[config.mk]
export PLATFORM = sky130hd
export DESIGN_NAME = program_stream_audio_demux_core
export DESIGN_NICKNAME = d
export VERILOG_FILES = /design/src/rtl/psad_pkg.sv /design/src/rtl/program_stream_audio_demux_core.sv /design/src/rtl/psad_front.sv /design/src/rtl/psad_queue.sv /design/src/rtl/psad_back.sv
export SDC_FILE = /design/constraint.sdc
export NUM_CORES = 1
export LEC_CHECK = 0
export ABC_AREA = 1
export BUFFER_PORTS_ARGS = -buffer_cell sky130_fd_sc_hd__buf_2
export CORE_ASPECT_RATIO = 1.5
export CORE_MARGIN = 2
export CORE_UTILIZATION = 50
export CTS_CLUSTER_DIAMETER = 80
export DETAILED_ROUTE_END_ITERATION = 16
export PLACE_DENSITY = 0.67
export SYNTH_ARGS = -nofsm -noshare
export SYNTH_HDL_FRONTEND = slang
export SYNTH_SLANG_ARGS = --single-unit
[constraint.sdc]
create_clock -name clk -period 6.6 [get_ports clk]
set_input_delay 0.99 -clock clk [delete_from_list [all_inputs] [get_ports clk]]
set_output_delay 0.99 -clock clk [all_outputs]
set_load 0.05 [all_outputs]
[src/rtl/psad_pkg.sv]
`timescale 1ns / 1ps
// ----------------------------------------------------------------------------
// psad_pkg: shared types and constants of the program stream audio demux
// Result kinds, register indexes, reset values and the event that travels
// from the parser to the output stage.
// ----------------------------------------------------------------------------
package psad_pkg;

  // Result kinds carried on the output tuser.
  localparam logic [2:0] KIND_PAYLOAD = 3'd0;
  localparam logic [2:0] KIND_END     = 3'd1;
  localparam logic [2:0] KIND_NOT_PS  = 3'd2;
  localparam logic [2:0] KIND_SYNC    = 3'd3;
  localparam logic [2:0] KIND_TRUNC   = 3'd4;

  // Configuration register indexes.
  localparam logic [1:0] REG_TARGET_ID = 2'd0;
  localparam logic [1:0] REG_TAG_MASK  = 2'd1;
  localparam logic [1:0] REG_TAG_COUNT = 2'd2;

  // Configuration reset values.
  localparam logic [7:0] RST_TARGET_ID = 8'hBD;
  localparam logic [7:0] RST_TAG_MASK  = 8'h80;
  localparam logic [3:0] RST_TAG_COUNT = 4'd4;

  typedef struct packed {
    logic [7:0] target_id;
    logic [7:0] tag_mask;
    logic [3:0] tag_count;
  } cfg_t;

  // One parsed input byte worth of results: an optional payload byte followed
  // by an optional terminating status.
  typedef struct packed {
    logic       has_payload;
    logic [7:0] data;
    logic       has_term;
    logic [2:0] term_kind;
  } event_t;

endpackage

[src/rtl/program_stream_audio_demux_core.sv]
`timescale 1ns / 1ps
// ----------------------------------------------------------------------------
// program_stream_audio_demux_core: program stream payload extractor
// Parses an MPEG-2 program stream byte by byte and forwards the payload of
// one selected PES stream, followed by a status beat when the stream ends.
// ----------------------------------------------------------------------------
//
//  Channel  | Direction | tdata          | tuser    | tlast
//  ---------+-----------+----------------+----------+------------------------
//  s_*      | in        | [7:0] in_byte  | -        | end_of_input
//  m_*      | out       | [7:0] out_byte | [2:0]kind| last result of a byte
//  cfg_*    | in        | index 0 target stream id, 1 tag mask, 2 tag count
//
// One input beat is taken per cycle. A byte yields at most one beat, except
// the final byte of a truncated stream, which may yield a payload beat and a
// status beat; the output register sends one beat per cycle, so the sustained
// rate is one byte per cycle. The parser and the output stage are parted by a
// small event queue, so a stalled output only holds the input once the queue
// is full, and the parser keeps running while earlier results wait.
// Reset (rst, synchronous) returns the parser to waiting for the opening pack
// start code, empties the queue and restores the register defaults.
//
module program_stream_audio_demux_core #(
  parameter int QUEUE_DEPTH = 4
) (
  input  logic       clk,
  input  logic       rst,
  // Input stream.
  input  logic       s_tvalid,
  output logic       s_tready,
  input  logic [7:0] s_tdata,    // [7:0] in_byte
  input  logic       s_tlast,    // end_of_input
  // Output stream.
  output logic       m_tvalid,
  input  logic       m_tready,
  output logic [7:0] m_tdata,    // [7:0] out_byte
  output logic [2:0] m_tuser,    // [2:0] kind
  output logic       m_tlast,    // last
  // Configuration writes.
  input  logic       cfg_we,
  input  logic [1:0] cfg_index,
  input  logic [7:0] cfg_data
);

  psad_pkg::cfg_t   cfg;
  logic             push;
  psad_pkg::event_t push_evt;
  logic             queue_full;
  logic             pop;
  logic             evt_valid;
  psad_pkg::event_t head;

  // Registers are read by the parser on every byte, so a write takes effect
  // from the next accepted byte.
  always_ff @(posedge clk) begin
    if (rst) begin
      cfg.target_id <= psad_pkg::RST_TARGET_ID;
      cfg.tag_mask  <= psad_pkg::RST_TAG_MASK;
      cfg.tag_count <= psad_pkg::RST_TAG_COUNT;
    end else if (cfg_we) begin
      case (cfg_index)
        psad_pkg::REG_TARGET_ID: cfg.target_id <= cfg_data;
        psad_pkg::REG_TAG_MASK:  cfg.tag_mask  <= cfg_data;
        psad_pkg::REG_TAG_COUNT: cfg.tag_count <= cfg_data[3:0];
        default: ;
      endcase
    end
  end

  // Front: classifies every byte and emits an event when it yields results.
  psad_front u_front (
    .clk        (clk),
    .rst        (rst),
    .in_valid   (s_tvalid),
    .in_ready   (s_tready),
    .in_byte    (s_tdata),
    .in_eoi     (s_tlast),
    .cfg        (cfg),
    .queue_full (queue_full),
    .push       (push),
    .push_evt   (push_evt)
  );

  // Queue: decouples the parser from output back-pressure.
  psad_queue #(
    .DEPTH (QUEUE_DEPTH)
  ) u_queue (
    .clk       (clk),
    .rst       (rst),
    .push      (push),
    .push_evt  (push_evt),
    .full      (queue_full),
    .pop       (pop),
    .not_empty (evt_valid),
    .head      (head)
  );

  // Back: splits events into beats and drives the output register.
  psad_back u_back (
    .clk       (clk),
    .rst       (rst),
    .evt_valid (evt_valid),
    .evt       (head),
    .pop       (pop),
    .out_valid (m_tvalid),
    .out_ready (m_tready),
    .out_byte  (m_tdata),
    .out_kind  (m_tuser),
    .out_last  (m_tlast)
  );

endmodule

[src/rtl/psad_front.sv]
`timescale 1ns / 1ps
// ----------------------------------------------------------------------------
// psad_front: program stream parser
// Walks pack headers, stuffing, start codes and PES packets one byte per
// cycle while the queue has room; one event for each byte yielding a result.
// ----------------------------------------------------------------------------
module psad_front (
  input  logic               clk,
  input  logic               rst,
  input  logic               in_valid,
  output logic               in_ready,
  input  logic [7:0]         in_byte,
  input  logic               in_eoi,
  input  psad_pkg::cfg_t     cfg,
  input  logic               queue_full,
  output logic               push,
  output psad_pkg::event_t   push_evt
);

  localparam logic [2:0] PH_SYNC       = 3'd0;
  localparam logic [2:0] PH_PACK       = 3'd1;
  localparam logic [2:0] PH_STUFF      = 3'd2;
  localparam logic [2:0] PH_CODE_FIRST = 3'd3;
  localparam logic [2:0] PH_CODE       = 3'd4;
  localparam logic [2:0] PH_UNIT       = 3'd5;

  localparam logic [7:0] SC_PACK   = 8'hBA;
  localparam logic [7:0] SC_SYSTEM = 8'hBB;
  localparam logic [7:0] SC_END    = 8'hB9;

  logic [2:0]  phase, phase_next;
  logic [16:0] idx, idx_next;
  logic [15:0] unit_len, unit_len_next;
  logic [8:0]  hdr_bytes, hdr_bytes_next;
  logic [2:0]  stuff_left, stuff_left_next;
  logic        fwd, fwd_next;
  logic        finished, finished_next;

  logic              accept;
  psad_pkg::event_t  evt;
  logic [15:0]       unit_len_now;
  logic [8:0]        tag_pos;
  logic [2:0]        stuff_dec;
  logic              sync_bad;

  assign in_ready = !queue_full;
  assign accept   = in_valid && in_ready;

  always_comb begin
    phase_next      = phase;
    idx_next        = idx;
    unit_len_next   = unit_len;
    hdr_bytes_next  = hdr_bytes;
    stuff_left_next = stuff_left;
    fwd_next        = fwd;
    finished_next   = finished;
    evt             = '0;
    unit_len_now    = unit_len;
    tag_pos         = hdr_bytes - 9'(cfg.tag_count);
    stuff_dec       = stuff_left - 3'd1;
    // The two bytes before the third are already known to be zero, so the
    // third start code byte only has to equal one.
    sync_bad = ((idx < 17'd2) && (in_byte != 8'h00)) ||
               ((idx == 17'd2) && (in_byte != 8'h01));

    if (!finished) begin
      case (phase)
        PH_SYNC: begin
          if (sync_bad || ((idx >= 17'd3) && (in_byte != SC_PACK))) begin
            evt.has_term  = 1'b1;
            evt.term_kind = psad_pkg::KIND_NOT_PS;
            finished_next = 1'b1;
          end else if (idx >= 17'd3) begin
            phase_next = PH_PACK;
            idx_next   = 17'd4;
          end else begin
            idx_next = idx + 17'd1;
          end
        end
        PH_PACK: begin
          if (idx >= 17'd13) begin
            stuff_left_next = in_byte[2:0];
            phase_next      = (in_byte[2:0] != 3'd0) ? PH_STUFF : PH_CODE_FIRST;
            idx_next        = 17'd0;
          end else begin
            idx_next = idx + 17'd1;
          end
        end
        PH_STUFF: begin
          stuff_left_next = stuff_dec;
          if (stuff_dec == 3'd0) begin
            phase_next = PH_CODE_FIRST;
            idx_next   = 17'd0;
          end
        end
        PH_CODE_FIRST, PH_CODE: begin
          if (sync_bad) begin
            evt.has_term  = 1'b1;
            evt.term_kind = psad_pkg::KIND_SYNC;
            finished_next = 1'b1;
          end else if (idx < 17'd3) begin
            idx_next = idx + 17'd1;
          end else if (in_byte == SC_PACK) begin
            phase_next = PH_PACK;
            idx_next   = 17'd4;
          end else if (in_byte == SC_END) begin
            evt.has_term  = 1'b1;
            evt.term_kind = psad_pkg::KIND_END;
            finished_next = 1'b1;
          end else begin
            // A system header is only recognized right after a pack header.
            fwd_next = !((phase == PH_CODE_FIRST) && (in_byte == SC_SYSTEM)) &&
                       (in_byte == cfg.target_id);
            unit_len_next  = 16'd0;
            hdr_bytes_next = 9'd0;
            phase_next     = PH_UNIT;
            idx_next       = 17'd4;
          end
        end
        PH_UNIT: begin
          if (idx == 17'd4) begin
            unit_len_now = {in_byte, 8'h00};
          end else if (idx == 17'd5) begin
            unit_len_now = unit_len | {8'h00, in_byte};
          end
          unit_len_next = unit_len_now;
          if (fwd) begin
            if (idx == 17'd8) begin
              hdr_bytes_next = 9'(in_byte) + 9'd9 + 9'(cfg.tag_count);
            end else if (idx >= 17'd9) begin
              if ((cfg.tag_count != 4'd0) && (hdr_bytes >= 9'(cfg.tag_count)) &&
                  (idx == 17'(tag_pos)) && ((in_byte & cfg.tag_mask) == 8'h00)) begin
                fwd_next = 1'b0;
              end else if (idx >= 17'(hdr_bytes)) begin
                evt.has_payload = 1'b1;
                evt.data        = in_byte;
              end
            end
          end
          if ((idx >= 17'd5) && (idx == (17'(unit_len_now) + 17'd5))) begin
            phase_next = PH_CODE;
            idx_next   = 17'd0;
            fwd_next   = 1'b0;
          end else begin
            idx_next = idx + 17'd1;
          end
        end
        default: begin
          phase_next = PH_SYNC;
        end
      endcase

      if (in_eoi && !finished_next) begin
        evt.has_term  = 1'b1;
        evt.term_kind = psad_pkg::KIND_TRUNC;
        finished_next = 1'b1;
      end
    end
  end

  assign push     = accept && (evt.has_payload || evt.has_term);
  assign push_evt = evt;

  always_ff @(posedge clk) begin
    if (rst) begin
      phase      <= PH_SYNC;
      idx        <= '0;
      unit_len   <= '0;
      hdr_bytes  <= '0;
      stuff_left <= '0;
      fwd        <= 1'b0;
      finished   <= 1'b0;
    end else if (accept) begin
      phase      <= phase_next;
      idx        <= idx_next;
      unit_len   <= unit_len_next;
      hdr_bytes  <= hdr_bytes_next;
      stuff_left <= stuff_left_next;
      fwd        <= fwd_next;
      finished   <= finished_next;
    end
  end

endmodule

[src/rtl/psad_queue.sv]
`timescale 1ns / 1ps
// ----------------------------------------------------------------------------
// psad_queue: event queue between parser and output stage
// A small circular buffer of parser events with full and empty flags.
// ----------------------------------------------------------------------------
module psad_queue #(
  parameter int DEPTH = 4
) (
  input  logic             clk,
  input  logic             rst,
  input  logic             push,
  input  psad_pkg::event_t push_evt,
  output logic             full,
  input  logic             pop,
  output logic             not_empty,
  output psad_pkg::event_t head
);

  localparam int PTR_W = (DEPTH > 1) ? $clog2(DEPTH) : 1;
  localparam int CNT_W = $clog2(DEPTH + 1);

  psad_pkg::event_t entries [DEPTH];
  logic [PTR_W-1:0] wr_ptr, rd_ptr;
  logic [CNT_W-1:0] count;

  function automatic logic [PTR_W-1:0] ptr_inc(input logic [PTR_W-1:0] p);
    logic [PTR_W-1:0] r;
    r = (p == PTR_W'(DEPTH - 1)) ? '0 : p + PTR_W'(1);
    return r;
  endfunction

  assign full      = (count == CNT_W'(DEPTH));
  assign not_empty = (count != '0);
  assign head      = entries[rd_ptr];

  always_ff @(posedge clk) begin
    if (push) begin
      entries[wr_ptr] <= push_evt;
    end
  end

  always_ff @(posedge clk) begin
    if (rst) begin
      wr_ptr <= '0;
      rd_ptr <= '0;
      count  <= '0;
    end else begin
      if (push) begin
        wr_ptr <= ptr_inc(wr_ptr);
      end
      if (pop) begin
        rd_ptr <= ptr_inc(rd_ptr);
      end
      if (push && !pop) begin
        count <= count + CNT_W'(1);
      end else if (pop && !push) begin
        count <= count - CNT_W'(1);
      end
    end
  end

endmodule

[src/rtl/psad_back.sv]
`timescale 1ns / 1ps
// ----------------------------------------------------------------------------
// psad_back: result serializer and output register
// Turns each event into one or two output beats and holds them until taken.
// ----------------------------------------------------------------------------
module psad_back (
  input  logic             clk,
  input  logic             rst,
  input  logic             evt_valid,
  input  psad_pkg::event_t evt,
  output logic             pop,
  output logic             out_valid,
  input  logic             out_ready,
  output logic [7:0]       out_byte,
  output logic [2:0]       out_kind,
  output logic             out_last
);

  logic       load;
  logic       pend;
  logic [2:0] pend_kind;

  assign load = !out_valid || out_ready;
  assign pop  = load && !pend && evt_valid;

  always_ff @(posedge clk) begin
    if (rst) begin
      out_valid <= 1'b0;
      pend      <= 1'b0;
    end else if (load) begin
      if (pend) begin
        out_valid <= 1'b1;
        pend      <= 1'b0;
      end else if (evt_valid) begin
        out_valid <= 1'b1;
        pend      <= evt.has_payload && evt.has_term;
      end else begin
        out_valid <= 1'b0;
      end
    end
  end

  always_ff @(posedge clk) begin
    if (load) begin
      if (pend) begin
        out_byte <= 8'h00;
        out_kind <= pend_kind;
        out_last <= 1'b1;
      end else if (evt_valid) begin
        pend_kind <= evt.term_kind;
        if (evt.has_payload) begin
          out_byte <= evt.data;
          out_kind <= psad_pkg::KIND_PAYLOAD;
          out_last <= !evt.has_term;
        end else begin
          out_byte <= 8'h00;
          out_kind <= evt.term_kind;
          out_last <= 1'b1;
        end
      end
    end
  end

endmodule
# Yosys cells after proc, flatten, opt, wreduce, memory -nomap -nowiden
# Memory sizes are Yosys's and may differ from the RTL's. A register that Yosys moved wholly into a read port is not among the register bits.
# Index checks and enable logic that the tools add are counted.
dict set report classes {
  magnitude_cmp 8
  n_addsub 10
  bitwise 4
  muxes 91
  eq_ne 35
  n_reduce_logical 53
}
# operator count
set ops {}
lappend ops {{2-to-1 mux 17 bit} 9}
lappend ops {{2-to-1 mux 16 bit} 8}
lappend ops {{2-to-1 mux 9 bit} 12}
lappend ops {{one-hot mux 17 bit (5 select lines)} 1}
lappend ops {{2-to-1 mux 3 bit} 15}
lappend ops {{equality test 17 x 3 -> 1 bit, second input constant} 2}
lappend ops {{greater-or-equal comparator 17 x 4 -> 1 bit, second input constant} 2}
lappend ops {{< comparator 17 x 2 -> 1 bit, second input constant} 2}
lappend ops {{one-hot mux 16 bit (2 select lines)} 1}
lappend ops {{2-to-1 mux 1 bit} 26}
lappend ops {{equality test 8 bit, second input constant} 3}
lappend ops {{2-to-1 mux 4 bit} 6}
lappend ops {{one-hot mux 9 bit (2 select lines)} 1}
lappend ops {{adder 16 x 3 -> 17 bit, second input constant} 1}
lappend ops {{adder 17 x 1 -> 17 bit, second input constant} 1}
lappend ops {{equality test 17 bit} 1}
lappend ops {{equality test 17 x 2 -> 1 bit, second input constant} 1}
lappend ops {{equality test 17 x 4 -> 1 bit, second input constant} 1}
lappend ops {{equality test 17 x 9 -> 1 bit} 1}
lappend ops {{greater-or-equal comparator 17 x 2 -> 1 bit, second input constant} 1}
lappend ops {{greater-or-equal comparator 17 x 3 -> 1 bit, second input constant} 1}
lappend ops {{greater-or-equal comparator 17 x 9 -> 1 bit} 1}
lappend ops {{logical AND 1 bit} 17}
lappend ops {{2-to-1 mux 8 bit} 2}
lappend ops {{45 further kinds} 85}
dict set report word_totals {
  mem_count 1
  ram_bits 52
  input_bits 24
  output_inout_bits 14
  ff_bits 94
  word_cells 221
}
# name depth word_bits rd rd_ports_with_merged_regs wr line
set mem_list {}
lappend mem_list {u_queue.entries 4 13 1 1 1 psad_queue.sv:22} ;# psad_pkg::event_t entries [DEPTH];

# Logic depth before layout (Yosys ltp)
# Gate-level depths: netlist of run 1.
dict set report logic_depth {
  word_depth 17
  mapped_depth 28
  depth_no_buf 27
}

# By module
# Synthesis of run 1 repeated with hierarchy kept, for this count alone.
dict set report unflattened {
  hier_cells 1225
  area_unflattened_um2 9323.9
}
# module instances seq_area_each_um2 area_each_um2 cells_each
set by_module_without_submodules {}
lappend by_module_without_submodules {psad_front 1 1001.0 5397.7 864}
lappend by_module_without_submodules {psad_queue 1 1741.7 2436.1 186}
lappend by_module_without_submodules {program_stream_audio_demux_core 1 400.4 805.8 116}
lappend by_module_without_submodules {psad_back 1 490.5 684.4 59}

# Worst setup path before layout of run 1
# Ideal clock, no wire load.
dict set report synth_path {
  path_kind {input to register}
  from {in s_tdata[1]}
  to {reg u_queue.count[2]}
  setup_slack_ns 2.939
  path_buffers 1
  cell_stages 24
  arrival_ns 3.591
  setup_time_ns 0.070
  t_required_ns 6.530
  path_cell_list {clkbuf_1 > inv_1 > nand2_1 > or3_1 > nand4_1 > and2_1 > nand2_1 > nand2_1 > nand2_1 > nor2_1 > nand2_1 > nand2_1 > nand2_1 > nand2_1 > nand2_1 > inv_1 > ha_1 > inv_1 > fa_1 > nor2_1 > nor2_1 > nand2_1 > o21ai_0 > a21oi_1}
}
dict set report synth_via {
  elab_chain_cells 16
  word_cells_on_any_way 42
  cone_classes {eq/ne: 4; mux: 21; bitwise: 1; reduce/logical: 16}
}
# element line
set synth_rtl {}
lappend synth_rtl {{start, declared} program_stream_audio_demux_core.sv:31} ;# input logic [7:0] s_tdata,
lappend synth_rtl {{equality test 8 bit, or another cell as far along} psad_front.sv:106} ;# end else if (in_byte == SC_END) begin
lappend synth_rtl {{2-to-1 mux 1 bit, or another cell as far along} psad_front.sv:106}
lappend synth_rtl {{2-to-1 mux 1 bit / logical OR 1 bit (equally long branches)} {psad_front.sv:103, psad_front.sv:63}}
lappend synth_rtl {{2-to-1 mux 1 bit / logical OR 1 bit (equally long branches)} {psad_front.sv:101, psad_front.sv:69}}
lappend synth_rtl {{2-to-1 mux 1 bit, on equally long branches} {psad_front.sv:97, psad_front.sv:69}}
lappend synth_rtl {{one-hot mux 1 bit (2 select lines)} psad_front.sv:67} ;# case (phase)
lappend synth_rtl {{2-to-1 mux 1 bit} psad_front.sv:66} ;# if (!finished) begin
lappend synth_rtl {{logical NOT 1 bit} psad_front.sv:153} ;# if (in_eoi && !finished_next) begin
lappend synth_rtl {{logical AND 1 bit} psad_front.sv:153}
lappend synth_rtl {{2-to-1 mux 4 bit} psad_front.sv:153}
lappend synth_rtl {{2-to-1 mux 13 bit *} psad_front.sv:66}
lappend synth_rtl {{logical OR 1 bit *} psad_front.sv:161} ;# assign push = accept && (evt.has_payload || evt.has_term);
lappend synth_rtl {{logical AND 1 bit *} psad_front.sv:161}
lappend synth_rtl {{net push} program_stream_audio_demux_core.sv:46} ;# logic push;
lappend synth_rtl {{logical NOT 1 bit} psad_queue.sv:56} ;# end else if (pop && !push) begin
lappend synth_rtl {{logical AND 1 bit} psad_queue.sv:56}
lappend synth_rtl {{nonzero test 2 bit (no line)} n/a}
lappend synth_rtl {{end signal, assigned} psad_queue.sv:55} ;# count <= count + CNT_W'(1);
lappend synth_rtl {{end signal, assigned} psad_queue.sv:57} ;# count <= count - CNT_W'(1);
lappend synth_rtl {{end, declared} psad_queue.sv:24} ;# logic [CNT_W-1:0] count;
# The timed path passes the listed nets; every way through them passes the cells marked *. The select of a mux whose other input is x is not followed.
# A chain may end at the register's enable or synchronous reset.

# Worst setup path in the final report of run 1
dict set report layout_path {
  from {reg u_front.hdr_bytes[0]}
  to {reg u_queue.count[1]}
}
dict set report layout_via {
  elab_chain_cells 15
  word_cells_on_any_way 21
  cone_classes {add/sub: 1; order compare: 2; eq/ne: 1; mux: 8; reduce/logical: 9}
}
# element line
set layout_rtl {}
lappend layout_rtl {{start, declared} psad_front.sv:34} ;# logic [8:0] hdr_bytes, hdr_bytes_next;
lappend layout_rtl {{start signal, assigned} psad_front.sv:177} ;# hdr_bytes <= hdr_bytes_next;
lappend layout_rtl {{subtractor 9 x 4 -> 9 bit / greater-or-equal comparator 9 x 4 -> 1 bit (equally long branches)} {psad_front.sv:59, psad_front.sv:131}}
lappend layout_rtl {{equality test 17 x 9 -> 1 bit / logical AND 1 bit (equally long branches)} {psad_front.sv:132, psad_front.sv:131}}
lappend layout_rtl {{logical AND 1 bit} psad_front.sv:131} ;# if ((cfg.tag_count != 4'd0) && (hdr_bytes >= 9'(cfg.tag_count)) &&
lappend layout_rtl {{logical AND 1 bit} psad_front.sv:132} ;# (idx == 17'(tag_pos)) && ((in_byte & cfg.tag_mask) == 8'h00)) begin
lappend layout_rtl {{2-to-1 mux 9 bit *} psad_front.sv:131}
lappend layout_rtl {{2-to-1 mux 9 bit *} psad_front.sv:130} ;# end else if (idx >= 17'd9) begin
lappend layout_rtl {{2-to-1 mux 9 bit *} psad_front.sv:128} ;# if (idx == 17'd8) begin
lappend layout_rtl {{2-to-1 mux 9 bit *} psad_front.sv:127} ;# if (fwd) begin
lappend layout_rtl {{2-to-1 mux 9 bit *} psad_front.sv:67}
lappend layout_rtl {{2-to-1 mux 13 bit *} psad_front.sv:66}
lappend layout_rtl {{logical OR 1 bit *} psad_front.sv:161}
lappend layout_rtl {{logical AND 1 bit *} psad_front.sv:161}
lappend layout_rtl {{net push} program_stream_audio_demux_core.sv:46}
lappend layout_rtl {{logical NOT 1 bit} psad_queue.sv:56}
lappend layout_rtl {{logical AND 1 bit} psad_queue.sv:56}
lappend layout_rtl {{nonzero test 2 bit (no line)} n/a}
# The timed path passes the listed nets; every way through them passes the cells marked *.

==> flow_results.org, run 1 <==
** Outcome
- Status :: finished with violations
- Violations in the final reports :: DRC

** Synthesis
- The share of the Yosys chip area taken by registers is roughly two fifths.
- Yosys top cell by area :: edfxtp_1
- Commonest cells post-synth :: nand2_1 (217), nor2_1 (155), inv_1 (143)
- Async set-or-reset flop fraction in the synthesized netlist :: 0%
- After Yosys synthesis, and, or, nand and nor cells account for between 20% and 30% of the synthesized area.
- EDFF count, synth :: 67
- Synth Area in Adders :: about 5.4%
- In this run the biggest area consumer among cell types represents 22.5% of the synthesized area.
- Xor and xnor area share after synthesis :: 3.14%
- The synthesized netlist occupies a cell area of slightly below 9000 um^2.
- Number of flip-flops and latches in the synthesized netlist :: approximately 150
- After synthesis, the cell types taking the most area are edfxtp_1 (23%), dfxtp_1 (18%), nand2_1 (9.1%).
- The number of nets handed over by synthesis was approximately 1,200.
- Among all flip-flop cells after synthesis, the most frequent one is dfxtp_1.
- In the synthesized netlist, mux cells make up 0% of the area.
- Count of warnings emitted by yosys :: 0
- Synthesis produced a netlist whose cell count is roughly 1,200.
- Combinational family with the most area after synthesis :: simple AND/OR/NAND/NOR gates
- The synthesized netlist devotes 13.3% of its cell area to compound gates.
- Dividing the synthesized area by the synthesized cell count gives roughly 7.7 um^2.
- Unique cell type count in the Yosys netlist :: 53
- Yosys instantiated no cell more often than nand2_1.

** Clock network
- At the later pin of the worst-skew pair, clock insertion delay measures 0.44 ns.
- Root buf cell :: clkbuf_16
- Sink Count :: ~150
- TritonCTS created 17 clock buffers.
- Post-CTS Resized :: 0
- TritonCTS built the clock tree.
- The longest clock path from root to sink contains 2 buffers.
- Cts-stage hold buffer count :: 0
- The H-tree generated during clock tree synthesis spans 4 levels.
- After clock tree synthesis, the setup repair step added 0 buffers.
- Worst-path clk slew :: ~0.070 ns

** Finish
- Cells with a size suffix above 1 make up a little under an eighth of the layout.
- Storage element area :: around 3600 um^2
- The number of antenna diodes in the final layout is 0.
- Measured on the finished design, the core utilization comes to between 50% and 60%.
- Area growth from synthesis to layout :: 9.28%
- Area taken by multi-input logic gates :: 4500 um^2
- Counting the fill cells in the layout gives approximately 1,700.
- The final layout contains roughly 1,200 nets.

** Critical path
- In this run the critical register-to-register path is captured at u_queue.count[1]$_SDFFE_PP0P_.
- Startpoint of the most critical setup path :: u_front.hdr_bytes[0]$_SDFFE_PP0P_
- Together, buffers and inverters on the worst path number 5.
- In this run the critical register-to-register path is launched from u_front.hdr_bytes[0]$_SDFFE_PP0P_.
- Maximum net fanout on the critical path :: 10
- Cell-by-cell trace of the critical path :: inv_1 -> ha_1 -> inv_1 -> fa_1 -> inv_1 -> nor2_1 -> a211oi_1 -> nand2_1 -> xor2_1 -> nor4_1 -> nand3_1 -> nand2_1 -> nand2_1 -> nand2_1 -> inv_1 -> ha_1 -> inv_1 -> fa_1 -> o21ai_0 -> a21oi_1
- Counting cells, the worst reg-to-reg path comes to 20.
- Logic depth of the worst setup path including buffers :: 20
- Data arrival time of the critical path :: 4.36 ns
- The worst setup path is of the flip-flop to flip-flop kind.
- Nature of the critical path startpoint :: flip-flop
- Max incr delay on CP :: 0.40 ns
- The most critical setup path has its endpoint at u_queue.count[1]$_SDFFE_PP0P_.
- Worst reg2reg setup slack :: 2.57 ns
- Library cell appearing most often on the critical path :: inv_1
- Kind of end point of the critical path :: flip-flop
- STA puts the critical path data required time at slightly below 7 ns.
- On the critical path, the stage with the largest delay is an instance of fa_1.
- Cell class contributing the biggest share of worst-path delay :: simple AND/OR/NAND/NOR gates

** Placed design
- Routability cong. :: approximately 0.97
- HPWL reported at the end of detailed placement :: roughly 18,000 um
- Input and output buffers added on the ports amount to 37.

** STA
- After layout, the worst path uses 61.1% of the clock period.
- The worst path needs 4.03 ns of the cycle, external delays included.
- At the pin with the least slew margin, the transition time is between 1 and 1.5 ns.
- Summed over all failing endpoints, the final setup total negative slack is 0 ns.
- Setup violations remaining at the end of the flow were counted as 0.
- Relative slew margins :: between 10% and 20%
- Number of max-slew violations in the final report :: 0
- Maximum clock frequency :: 248 MHz
- Clock skew on the completed layout was measured at approximately 0.011 ns.
- Setup repair after global routing left no endpoint under its margin.
- The number of endpoints with negative hold slack in the final report was 0.

** Pwr
- Summed over all cells, the static leakage comes to between 4 and 5 nW.
- In this run the power density over the cells is between 200 and 300 nW/um^2.
- IR analysis of the VDD net gives a maximum drop of 163 uV.

** Route
- The routed layout has slightly below 8,000 vias.
- 1st-pass router iterations :: 11
- Average vias per placed instance :: between 5 and 6
- Residual DRC count :: 3
- Average routed wire per standard cell :: roughly 17 um
- ANT nets after route :: 0
- In this run, the number of DRC markers left after iteration 0 of detailed routing was approximately 700.
- Total routed wirelength :: 23,500 um

** Global route
- Global-route total usage across every layer :: approximately 26%
- First-pass GRT wire length :: 38,400 um
- Entering global routing, the biggest net connects between 40 and 50 pins.
- Via count of the first global-routing pass :: roughly 7,500
- Number of antenna violations at the first check in global routing :: 0
- After global routing the overflow that remains totals 0.

** Floorplanning
- Die Area :: around 19,000 um^2
- Die outline width :: 113 um
- For this configuration, the core starts out at a cell density of approximately half.
- Die Span Y :: 168 um
- Pin placement for this block handled 38 I/O pins.
- After floorplanning, the core was divided into 59 placement rows.
- Area of the core :: 17,400 um^2

** Run
- Max-capacitance violation count :: 0

** Worst hold path
- The worst hold path belongs to the class flip-flop to flip-flop.
==> final cells by class <==
cell class	count	area share, %
Clock inverter	15	1.62
Sequential cell	148	37.2
Multi-Input combinational cell	827	46.1
Clock buffer	17	4.36
Tap cell	213	2.73
Timing Repair Buffer	41	2.21
Inverter	149	5.73
==> cells by family after synthesis <==
family / count (synthesis)
and+or+nand+nor: 556
xor gates and xnor gates: 32
DFF: 148
buffers and inverters: 190
adders and majority gates: 37
AOI/OAI and AO/OA: 202
==> power breakdown <==
| group | switching (W) | internal [W] | total, W |
|---|---|---|---|
| Sequential | 0.0000643 | 0.00109 | 0.00115 |
| Combinational | 0.000424 | 0.000153 | 0.000576 |
| Clock | 0.000450 | 0.000506 | 0.000956 |
| Total | 0.000938 | 0.00175 | 0.00269 |
==> worst min path at each step <==
stage | startpoint | to | slack [ns] | cells after the start
2_1_floorplan | cfg[11]$_SDFFE_PP1P_ | cfg[11]$_SDFFE_PP1P_ | 0.43 | 2
3_3_place_gp | u_front.unit_len[7]$_SDFFE_PP0P_ | u_front.unit_len[7]$_SDFFE_PP0P_ | 0.45 | 2
3_5_place_dp | u_front.unit_len[15]$_SDFFE_PP0P_ | u_front.unit_len[15]$_SDFFE_PP0P_ | 0.45 | 2
4_1_cts | u_front.unit_len[15]$_SDFFE_PP0P_ | u_front.unit_len[15]$_SDFFE_PP0P_ | 0.46 | 2
5_1_grt | u_front.unit_len[15]$_SDFFE_PP0P_ | u_front.unit_len[15]$_SDFFE_PP0P_ | 0.48 | 2
6_report | u_front.unit_len[15]$_SDFFE_PP0P_ | u_front.unit_len[15]$_SDFFE_PP0P_ | 0.46 | 2
==> worst min-delay path, stage by stage (launching register included) <==
cell	delay [ns]
dfxtp_1	0.30
inv_1	0.06
a21oi_1	0.06
==> metal layers <==
metal | wire, um | global-route usage (%)
met1 | 9420 | 29.4
met2 | 12200 | 46.1
met3 | 855 | 3.73
met4 | 1010 | 12.3
met5 | 0 | 0
==> metrics by stage <==
step	hold slack, ns	worst slack [ns]	std cells	area, um^2	total power, W
after global placement	0.450	2.43	1378	9180	0.00175
after detailed placement	0.448	2.32	1378	9180	0.00176
after floorplan	0.429	2.94	1165	8930	0.00160
final	0.461	2.57	1410	9760	0.00269
after CTS	0.455	2.51	1410	9760	0.00271
after global routing	0.478	2.13	1410	9760	0.00281
==> state kept, by name (all words and copies together) (netlist names), named ones only <==
name and cells:
u_front.hdr_bytes 9, u_front.stuff_left 3, u_front.fwd 1, u_front.phase 3, u_queue.entries 52, u_front.unit_len 16
u_back.out_kind 3, u_front.finished 1, u_back.out_last 1, u_back.out_valid 1, u_queue.wr_ptr 2, u_queue.rd_ptr 2
cfg 20, u_back.pend_kind 3, u_queue.count 3, u_back.pend 1, u_back.out_byte 8, u_front.idx 17
==> cells in the final DEF (no fill, tap or decap), drive strengths merged, types with 3 or more instances in the layout <==
cell type,n
o211ai,4
clkbuf,17
ha,34
nand3,99
a211oi,20
o21ai,75
a21oi,75
nand2,237
buf,41
dfxtp,81
nor2,171
nor3,17
xnor2,8
nor4,10
clkinvlp,3
a31oi,11
nor3b,3
or2,3
fa,3
xor2,24
o22ai,5
inv,159
edfxtp,67
nand4,13
Power figures use the tool's default switching activity.
==> inputs of run 2 (changes only) <==
--- a/config.mk
+++ b/config.mk
@@ -5,7 +5,7 @@
 export SDC_FILE = /design/constraint.sdc
 export NUM_CORES = 1
 export LEC_CHECK = 0
-export ABC_AREA = 1
+export ABC_AREA = 0
 export BUFFER_PORTS_ARGS = -buffer_cell sky130_fd_sc_hd__buf_2
 export CORE_ASPECT_RATIO = 1.5
 export CORE_MARGIN = 2
==> constraint.sdc (replaced) <==
create_clock -name clk -period 4.05 [get_ports clk]
set_input_delay 0.6075 -clock clk [delete_from_list [all_inputs] [get_ports clk]]
set_output_delay 0.6075 -clock clk [all_outputs]
set_load 0.05 [all_outputs]
==> flow_results.org, run 2 <==
** Floorplanning
- The initial core utilization came to 50.7% (was 51.3%).
- Number of placed I/O pins :: 38 (unchanged)
- Die outline width :: 110 um (was 113 um)
- The chip height is 163 um (was 168 um).
- Site Rows :: 58 (was 59)
- Die Area :: 18,000 um^2 (was 19,000 um^2)
- The standard cell core area is 16,700 um^2 (was 17,400 um^2).

** Global route
- Number of antenna violations at the first check in global routing :: 0 (unchanged)
- The number of global-route vias before repair is 6,853 (was 7,542).
- Met1 Use GR :: 28.3% (was 29.4%)
- Total congestion overflow :: 0 (unchanged)
- Met2 routing resource usage after global routing :: 46.1% (about the same)
- First-pass GRT wire length :: 35,000 um (was 38,400 um)
- The maximum number of pins on one net before global-route repair was 35 (was 45).
- The overall track demand over capacity in global routing is 25.6% (about the same).
- Met3 demand-to-capacity share in global routing :: 3.71% (was 3.73%)
- The global-route layer with the greatest usage is met2 (unchanged).

** Synthesis
- The warning count from the yosys run was 0 (unchanged).
- The synthesized area per cell is 9.51 um^2 (was 7.67 um^2).
- Commonest cells post-synth: dfxtp_1 (81), nor2_1 (80), nand2_1 (71) (was nand2_1 (217), nor2_1 (155), inv_1 (143)).
- Yosys top cell by area :: edfxtp_1 (unchanged)
- Cell with the most instances after synthesis :: dfxtp_1 (was nand2_1)
- The number of enable flip-flop cells after synthesis was 67 (unchanged).
- Seq/Total Area, Yosys :: 42.9% (was 40.7%)
- Primary FF master, synth :: dfxtp_1 (unchanged)
- The synthesis-stage register bit count is 148 (unchanged).
- The share of the synthesized area in the top cell type came to 23.8% (was 22.5%).
- The distinct cell type count after synthesis is 73 (was 53).
- Count of mapped cells out of synthesis :: 890 (was 1,165)
- Total nets after synthesis :: 951 (was 1,226)
- The post-synthesis instance area was 8470 um^2 (was 8930 um^2).
- Main area contributors after synthesis :: edfxtp_1 (24%), dfxtp_1 (19%), ha_1 (5.0%) (was edfxtp_1 (23%), dfxtp_1 (18%), nand2_1 (9.1%))
- The share of flip-flops with an asynchronous set or reset after synthesis is 0% (unchanged).

** Worst hold path
- The classification of the worst-slack hold path is input port to flip-flop (was flip-flop to flip-flop).
- The hold path startpoint is cfg_data[7] (was u_front.unit_len[15]$_SDFFE_PP0P_).

** Finish
- Biggest registers after layout: u_queue.entries (52), cfg (20), u_front.idx (17) (unchanged).
- Share of cells above drive strength 1 :: 17.9% (was 11.9%)
- Highest-count cells in the layout ignoring fill and taps :: dfxtp_1 (81), nor2_1 (80), nand2_1 (70) (was nand2_1 (217), nor2_1 (155), inv_1 (143))
- The count of non-filler cells in the finished layout is 1,186 (was 1,410).
- Max reg flops :: 52 (unchanged)
- Most frequent standard cell in the layout excluding fill and tap cells :: dfxtp_1 (was nand2_1)
- Area growth from synthesis to layout :: 16.6% (was 9.28%)
- Register with the most flip-flops :: u_queue.entries (unchanged)
- Diodes inserted :: 0 (unchanged)
- The count of nets after finishing came to 1,024 (was 1,245).
- Layout filler cell count :: 1,458 (was 1,669)

** STA
- Relative slew margins :: 32.1% (was 16.0%)
- Maximum clock frequency :: 259 MHz (was 248 MHz)
- Min Hold Slack :: 0.396 ns (was 0.461 ns)
- Shortest period the worst path allows :: 3.86 ns (was 4.03 ns)
- The count of final setup violators was 0 (unchanged).
- Final cycle utilization of the critical path :: 95.4% (was 61.1%)
- The transition time of the tightest slew-check pin came to 1.01 ns (was 1.25 ns).
- Worst setup skew after layout :: 0.0115 ns (was 0.0114 ns)
- Number of hold violations in the final report :: 0 (unchanged)
- Number of max-slew violations in the final report :: 0 (unchanged)

** Critical path
- Reg-to-Reg Start :: u_front.idx[12]$_SDFFE_PP0P_ (was u_front.hdr_bytes[0]$_SDFFE_PP0P_)
- The cell occurring most often along the worst timing path is a21oi_1 (was inv_1).
- The kind of launch point of the worst setup path is a flip-flop (unchanged).
- The count of buffer and inverter cells on the critical path is 1 (was 5).
- The cell with the largest stage delay on the worst path is or4_1 (was fa_1).
- The maximum fanout count along the critical path came to 4 (was 10).
- The worst setup path startpoint is u_front.idx[12]$_SDFFE_PP0P_ (was u_front.hdr_bytes[0]$_SDFFE_PP0P_).
- The biggest cell delay along the critical path was 0.58 ns (was 0.40 ns).
- The category of cells accounting for the largest share of critical-path delay is simple AND/OR/NAND/NOR gates (unchanged).
- Worst reg2reg setup slack :: 0.19 ns (was 2.57 ns)
- The arrival time at the worst endpoint is 4.22 ns (was 4.36 ns).
- The data required time of the critical path was 4.41 ns (was 6.93 ns).
- Cell-by-cell trace of the critical path: or4_1 -> nor2_1 -> a211oi_1 -> o2bb2ai_1 -> a21oi_1 -> nor3_1 -> o2111ai_4 -> nand2_2 -> ha_2 -> inv_1 -> fa_1 -> xor2_1 -> or3_1 -> a21oi_1 (was inv_1 -> ha_1 -> inv_1 -> fa_1 -> inv_1 -> nor2_1 -> a211oi_1 -> nand2_1 -> xor2_1 -> nor4_1 -> nand3_1 -> nand2_1 -> nand2_1 -> nand2_1 -> inv_1 -> ha_1 -> inv_1 -> fa_1 -> o21ai_0 -> a21oi_1).
- Crit path kind :: flip-flop to flip-flop (unchanged)
- Kind of end point of the critical path :: flip-flop (unchanged)

** Clock network
- The number of levels the H-tree was split into was 4 (unchanged).
- The clock transition time at the flip-flop clock pins of the worst setup and hold paths was 0.07 ns (about the same).
- CTS tree :: built (unchanged)
- Clock Path Buffers :: 2 (unchanged)
- Root buf cell :: clkbuf_16 (unchanged)
- Source-to-sink clock delay at the later pin of the worst-skew pair :: 0.42 ns (was 0.44 ns)
- Cts-stage hold buffer count :: 0 (unchanged)
- The number of buffers created by CTS came to 17 (unchanged).
- The number of sinks driven by the clock tree is 148 (unchanged).

** Route
- The number of optimization iterations in the first detailed-route pass was 6 (was 11).
- Total routed wirelength :: 22,100 um (was 23,500 um)
- ANT nets after route :: 0 (unchanged)
- The remaining routing DRC violations was 0 (was 3).
- The via-per-instance ratio came to 5.95 (was 5.54).
- Average routed wire per standard cell :: 18.6 um (was 16.7 um)
- DR iter-0 viols :: 509 (was 703)
- The detailed-route via count came to 7,052 (was 7,813).

** Pwr
- Share of total power in the clock network :: 35.2% (was 35.6%)
- Power per Cell Area :: 455 nW/um^2 (was 275 nW/um^2)
- Switching Power :: 0.00146 W (was 0.000938 W)
- The switching share of power is 32.4% (was 34.9%).
- Peak ir drop on the vdd network :: 363 uV (was 163 uV)
- The final total power is 0.00449 W (was 0.00269 W).
- Seq pwr share :: 41.5% (was 42.9%)
- Leakage power summed over all cells :: 3.87 nW (was 4.13 nW)
- The cell-internal power is 0.00304 W (was 0.00175 W).
- Fraction of power consumed by combinational cells :: 23.3% (was 21.5%)

** Placed design
- The final HPWL from detailed placement was 16,400 um (was 17,600 um).
- Dpl cells :: 1,149 (was 1,378)
- The global placer's final weighted congestion came to 0.934 (was 0.968).
- Number of input and output port buffers inserted :: 37 (unchanged)

** Outcome
- Status :: completed (was finished with violations)

** Run
- Max-capacitance violation count :: 0 (unchanged)
-- run 2: cell count changes in the layout (fill, tap and decap cells not counted), sizes merged, moves of 22 or more --
cell / change
nand3: -76
xnor2: +24
inv: -106
mux2i: +22
nor2: -90
nand2: -166
o21ai: -40
a21oi: -31
nor2b: +24
buf: +63
-- run 2: repair_timing --
item | in CTS | in global routing
endpoints found under the setup margin | 0 | 9
buffers inserted | 0 | 5
gates resized for setup | 0 | 13
-- run 2: cells by family after synthesis --
kind of cell / Yosys count / synth area share (%)
adder cells (fa/ha/maj): 37 / 5.73
multiplexers: 37 / 6.32
buffers and inverters: 93 / 4.55
XOR/XNOR: 45 / 4.65
AO/OA/AOI/OAI: 197 / 15.8
AND/OR/NAND/NOR: 333 / 20.0
flip-flops: 148 / 42.9
-- run 2: stage by stage --
step                TNS [ns]  worst slack, ns  utilization [%]  instance area (um^2)
floorplan                  0           0.0345                -                  8470
global placement           0            0.136             55.0                  9180
detailed placement         0           0.0995             55.0                  9180
CTS                        0           0.0496             58.5                  9770
global route         -0.0339          -0.0339             59.2                  9870
finish                     0            0.185             59.2                  9870
-- run 2: path summary, 6_finish.rpt --
path	end	depth (start not counted)
hold reg to reg	u_front.unit_len[0]$_SDFFE_PP0P_	2
hold / removal	cfg[19]$_SDFFE_PP1P_	2
setup reg to reg	u_queue.count[2]$_SDFFE_PP0P_	14
setup / recovery	u_queue.count[2]$_SDFFE_PP0P_	14
-- run 2: routing by layer --
layer  share of wire (%)  vias to the layer above  routed length (um)
li1                    -                     3413                   -
met1                  39                     3347                8520
met5                   0                        -                   0
met2                  53                      215               11600
met3                 4.0                       77                 893
met4                 4.8                        0                1070
-- run 2: area by class of cell --
cell class | count | area [um^2] | area share [%]
well taps | 210 | 263 | 2.66
clock inverters | 15 | 159 | 1.61
repair buffers | 104 | 701 | 7.10
clock buffers | 17 | 425 | 4.31
flip-flops and latches | 148 | 3630 | 36.8
multi-input cells | 649 | 4530 | 45.9
inverters | 43 | 161 | 1.63
-- run 2: power by group through the flow --
| stage | logic [W] | clock network, W | registers, W |
|---|---|---|---|
| 2_1_floorplan | 0.000572 | 0 | 0.00211 |
| 6_report | 0.00104 | 0.00158 | 0.00186 |
| 5_1_grt | 0.00114 | 0.00167 | 0.00189 |
| 4_1_cts | 0.00105 | 0.00161 | 0.00187 |
| 3_5_place_dp | 0.00105 | 0 | 0.00190 |
| 3_3_place_gp | 0.00103 | 0 | 0.00190 |
==> inputs of run 3 (changes only) <==
--- a/config.mk
+++ b/config.mk
@@ -7,12 +7,14 @@
 export LEC_CHECK = 0
 export ABC_AREA = 0
 export BUFFER_PORTS_ARGS = -buffer_cell sky130_fd_sc_hd__buf_2
+export CELL_PAD_IN_SITES_DETAIL_PLACEMENT = 0
+export CELL_PAD_IN_SITES_GLOBAL_PLACEMENT = 1
 export CORE_ASPECT_RATIO = 1.5
 export CORE_MARGIN = 2
-export CORE_UTILIZATION = 50
+export CORE_UTILIZATION = 49
 export CTS_CLUSTER_DIAMETER = 80
 export DETAILED_ROUTE_END_ITERATION = 16
-export PLACE_DENSITY = 0.67
+export PLACE_DENSITY_LB_ADDON = 0.1
 export SYNTH_ARGS = -nofsm -noshare
 export SYNTH_HDL_FRONTEND = slang
 export SYNTH_SLANG_ARGS = --single-unit
==> flow_results.org, run 3 (synthesis gave the netlist of run 2 again) <==
** Outcome
- Status :: completed (unchanged)

** Worst hold path
- The hold path startpoint was cfg_data[4] (was cfg_data[7]).
- Cell depth of the worst min-delay path :: 2 (unchanged)
- The hold-critical path endpoint was cfg[16]$_SDFFE_PP1P_ (was cfg[19]$_SDFFE_PP1P_).
- The classification of the worst-slack hold path was input port to flip-flop (unchanged).

** STA
- The max-slew violation count came to 0 (unchanged).
- Relative slew margins :: 23.5% (was 32.1%)
- Minimum setup slack in the final design :: 0.148 ns (was 0.185 ns)
- Unrepaired setup endpoints after global routing :: true
- Maximum clock frequency :: 256 MHz (was 259 MHz)
- Actual transition at the worst max-transition pin :: 1.14 ns (was 1.01 ns)
- Total of endpoints with negative setup slack in the final report :: 0 (unchanged)
- The final critical-path required period came to 3.90 ns (was 3.86 ns).
- Number of hold violations in the final report :: 0 (unchanged)
- Worst setup skew after layout :: 0.0127 ns (was 0.0115 ns)
- Final cycle utilization of the critical path :: 96.4% (was 95.4%)

** Clock network
- The number of buffers created by CTS was 17 (unchanged).
- The number of levels the H-tree was split into came to 4 (unchanged).
- Source-to-sink clock delay at the later pin of the worst-skew pair :: 0.43 ns (was 0.42 ns)
- CTS tree :: built (unchanged)
- The number of sinks driven by the clock tree was 148 (unchanged).
- Root buf cell :: clkbuf_16 (unchanged)
- Cts-stage hold buffer count :: 0 (unchanged)
- The number of buffers between clock root and the deepest sink came to 2 (unchanged).
- Worst-path clk slew :: 0.07 ns (about the same)

** Floorplanning
- Area of the core :: 16,800 um^2 (was 16,700 um^2)
- The chip height is 165 um (was 163 um).
- The horizontal die dimension came to 111 um (was 110 um).
- The initial core utilization came to 50.3% (was 50.7%).
- The number of top-level pins is 38 (unchanged).
- The total die area was 18,400 um^2 (was 18,000 um^2).
- The placement row count was 58 (unchanged).

** Finish
- The share of cells above drive strength 1 came to 17.1% (was 17.9%).
- The count of nets after finishing is 1,014 (was 1,024).
- Highest-count cells in the layout ignoring fill and taps :: dfxtp_1 (80), nor2_1 (79), nand2_1 (70) (was dfxtp_1 (81), nor2_1 (80), nand2_1 (70))
- Register with the most flip-flops :: u_queue.entries (unchanged)
- The number of diodes added for antenna fixing was 0 (unchanged).
- The number of flip-flops in the largest register came to 52 (unchanged).
- The area added between synthesis and finish was 16.3% (was 16.6%).
- Biggest registers after layout: u_queue.entries (52), cfg (20), u_front.idx (17) (unchanged).
- The most frequent standard cell in the layout excluding fill and tap cells is dfxtp_1 (unchanged).

** Route
- Met3 routed wirelength :: 1070 um (was 893 um)
- Residual DRC count :: 0 (unchanged)
- The via-per-instance ratio is 5.96 (was 5.95).
- The iteration-0 DRC count of the detailed router was 523 (was 509).
- Uppermost signal routing layer after detailed routing :: met4 (unchanged)
- Total routed wirelength :: 23,200 um (was 22,100 um)
- Routed wl met2 :: 11,900 um (was 11,600 um)
- The met1 layer wirelength in the final routing is 9350 um (was 8520 um).
- The detailed-route via count is 7,010 (was 7,052).
- The number of optimization iterations in the first detailed-route pass is 6 (unchanged).
- Average routed wire per standard cell :: 19.7 um (was 18.6 um)
- The count of antenna-violating nets left after detailed routing came to 0 (unchanged).

** Critical path
- The kind of launch point of the worst setup path is a flip-flop (unchanged).
- The endpoint class of the critical path is a flip-flop (unchanged).
- The launching point of the worst reg2reg path is u_front.hdr_bytes[0]$_SDFFE_PP0P_ (was u_front.idx[12]$_SDFFE_PP0P_).
- The data required time of the critical path came to 4.41 ns (about the same).
- The arrival time at the worst endpoint is 4.26 ns (was 4.22 ns).
- Worst reg2reg setup slack :: 0.15 ns (was 0.19 ns)
- Maximum net fanout on the critical path :: 4 (unchanged)
- Endpoint of the most critical register-to-register path :: u_queue.count[2]$_SDFFE_PP0P_ (unchanged)
- Number of cells on the worst reg-to-reg path :: 19 (was 14)
- The classification of the worst setup path is flip-flop to flip-flop (unchanged).

** Global route
- Total congestion overflow :: 0 (unchanged)
- The number of antenna violations at the first check in global routing is 0 (unchanged).
- The maximum number of pins on one net before global-route repair was 49 (was 35).
- Global-route total usage across every layer :: 25.6% (about the same)
- Via count of the first global-routing pass :: 6,928 (was 6,853)
- First-pass GRT wire length :: 36,700 um (was 35,000 um)

** Placed design
- The global placer's final weighted congestion was 0.896 (was 0.934).
- The number of buffer cells added on primary ports came to 37 (unchanged).
- The final HPWL from detailed placement is 17,500 um (was 16,400 um).
- The placement-stage worst setup slack is 0.0379 ns (was 0.0995 ns).

** Pwr
- The maximum vdd drop came to 442 uV (was 363 uV).
- The leakage component of the power is 3.86 nW (was 3.87 nW).
- The final total power was 0.00464 W (was 0.00449 W).
- Power per Cell Area :: 471 nW/um^2 (was 455 nW/um^2)

** Run
- The number of max-capacitance violations reported was 0 (unchanged).
==> run 3: what timing repair did <==
| item | in CTS | in global routing |
|---|---|---|
| setup buffers | 0 | 3 |
| resized for setup | 0 | 13 |
| endpoints found under the setup margin | 0 | 18 |
==> run 3: how the worst max path moves through the flow <==
| stage | startpoint | to | slack, ns | cells after the start |
|---|---|---|---|---|
| 2_1_floorplan | u_front.idx[6]$_SDFFE_PP0P_ | u_front.idx[13]$_SDFFE_PP0P_ | 0.03 | 18 |
| 3_3_place_gp | cfg[0]$_SDFFE_PP0P_ | u_queue.count[2]$_SDFFE_PP0P_ | 0.12 | 18 |
| 3_5_place_dp | cfg[0]$_SDFFE_PP0P_ | u_queue.count[2]$_SDFFE_PP0P_ | 0.04 | 18 |
| 4_1_cts | cfg[0]$_SDFFE_PP0P_ | u_queue.count[2]$_SDFFE_PP0P_ | 0.03 | 18 |
| 5_1_grt | u_front.hdr_bytes[0]$_SDFFE_PP0P_ | u_queue.count[2]$_SDFFE_PP0P_ | -0.07 | 19 |
| 6_report | u_front.hdr_bytes[0]$_SDFFE_PP0P_ | u_queue.count[2]$_SDFFE_PP0P_ | 0.15 | 19 |
==> run 3: critical path: stages, from the launching register on <==
cell       delay (ns)
dfxtp_1          0.32
inv_1            0.05
ha_1             0.15
inv_1            0.05
fa_1             0.41
a21o_1           0.22
a2111oi_4        0.34
buf_4            0.18
xnor2_1          0.07
o211ai_1         0.15
o21ai_0          0.10
nand4_1          0.18
o2111ai_2        0.18
nand2_2          0.13
ha_1             0.18
inv_1            0.07
fa_1             0.43
xor2_1           0.17
or3_1            0.31
a21oi_1          0.14
==> run 3: layout make-up <==
cell class	instances	area (um^2)
fillers	1488	6990
multi-input cells	649	4520
flip-flops and latches	148	3630
repair buffers	94	626
clock buffers	17	425
well taps	210	263
clock inverters	15	210
inverters	43	161
==> run 3: layer usage <==
layer  global-route usage (%)  vias up
li1                         -     3390
met3                     4.07       46
met2                     46.3      227
met5                        0        -
met4                     11.5        0
met1                     30.0     3347
==> run 3: metrics by stage <==
stage               utilization [%]  area, um^2  std cells  hold slack [ns]  TNS, ns
CTS                            57.9        9750       1173            0.399        0
global route                   58.5        9840       1176            0.397  -0.0669
floorplan                         -        8470        890            0.431        0
detailed placement             54.2        9120       1141            0.450        0
global placement               54.2        9120       1141            0.441        0
finish                         58.5        9840       1176            0.407        0
==> run 3: power breakdown <==
group	internal, W	switching (W)
Combinational	0.000377	0.000679
Sequential	0.00178	0.0000880
Clock	0.00100	0.000713
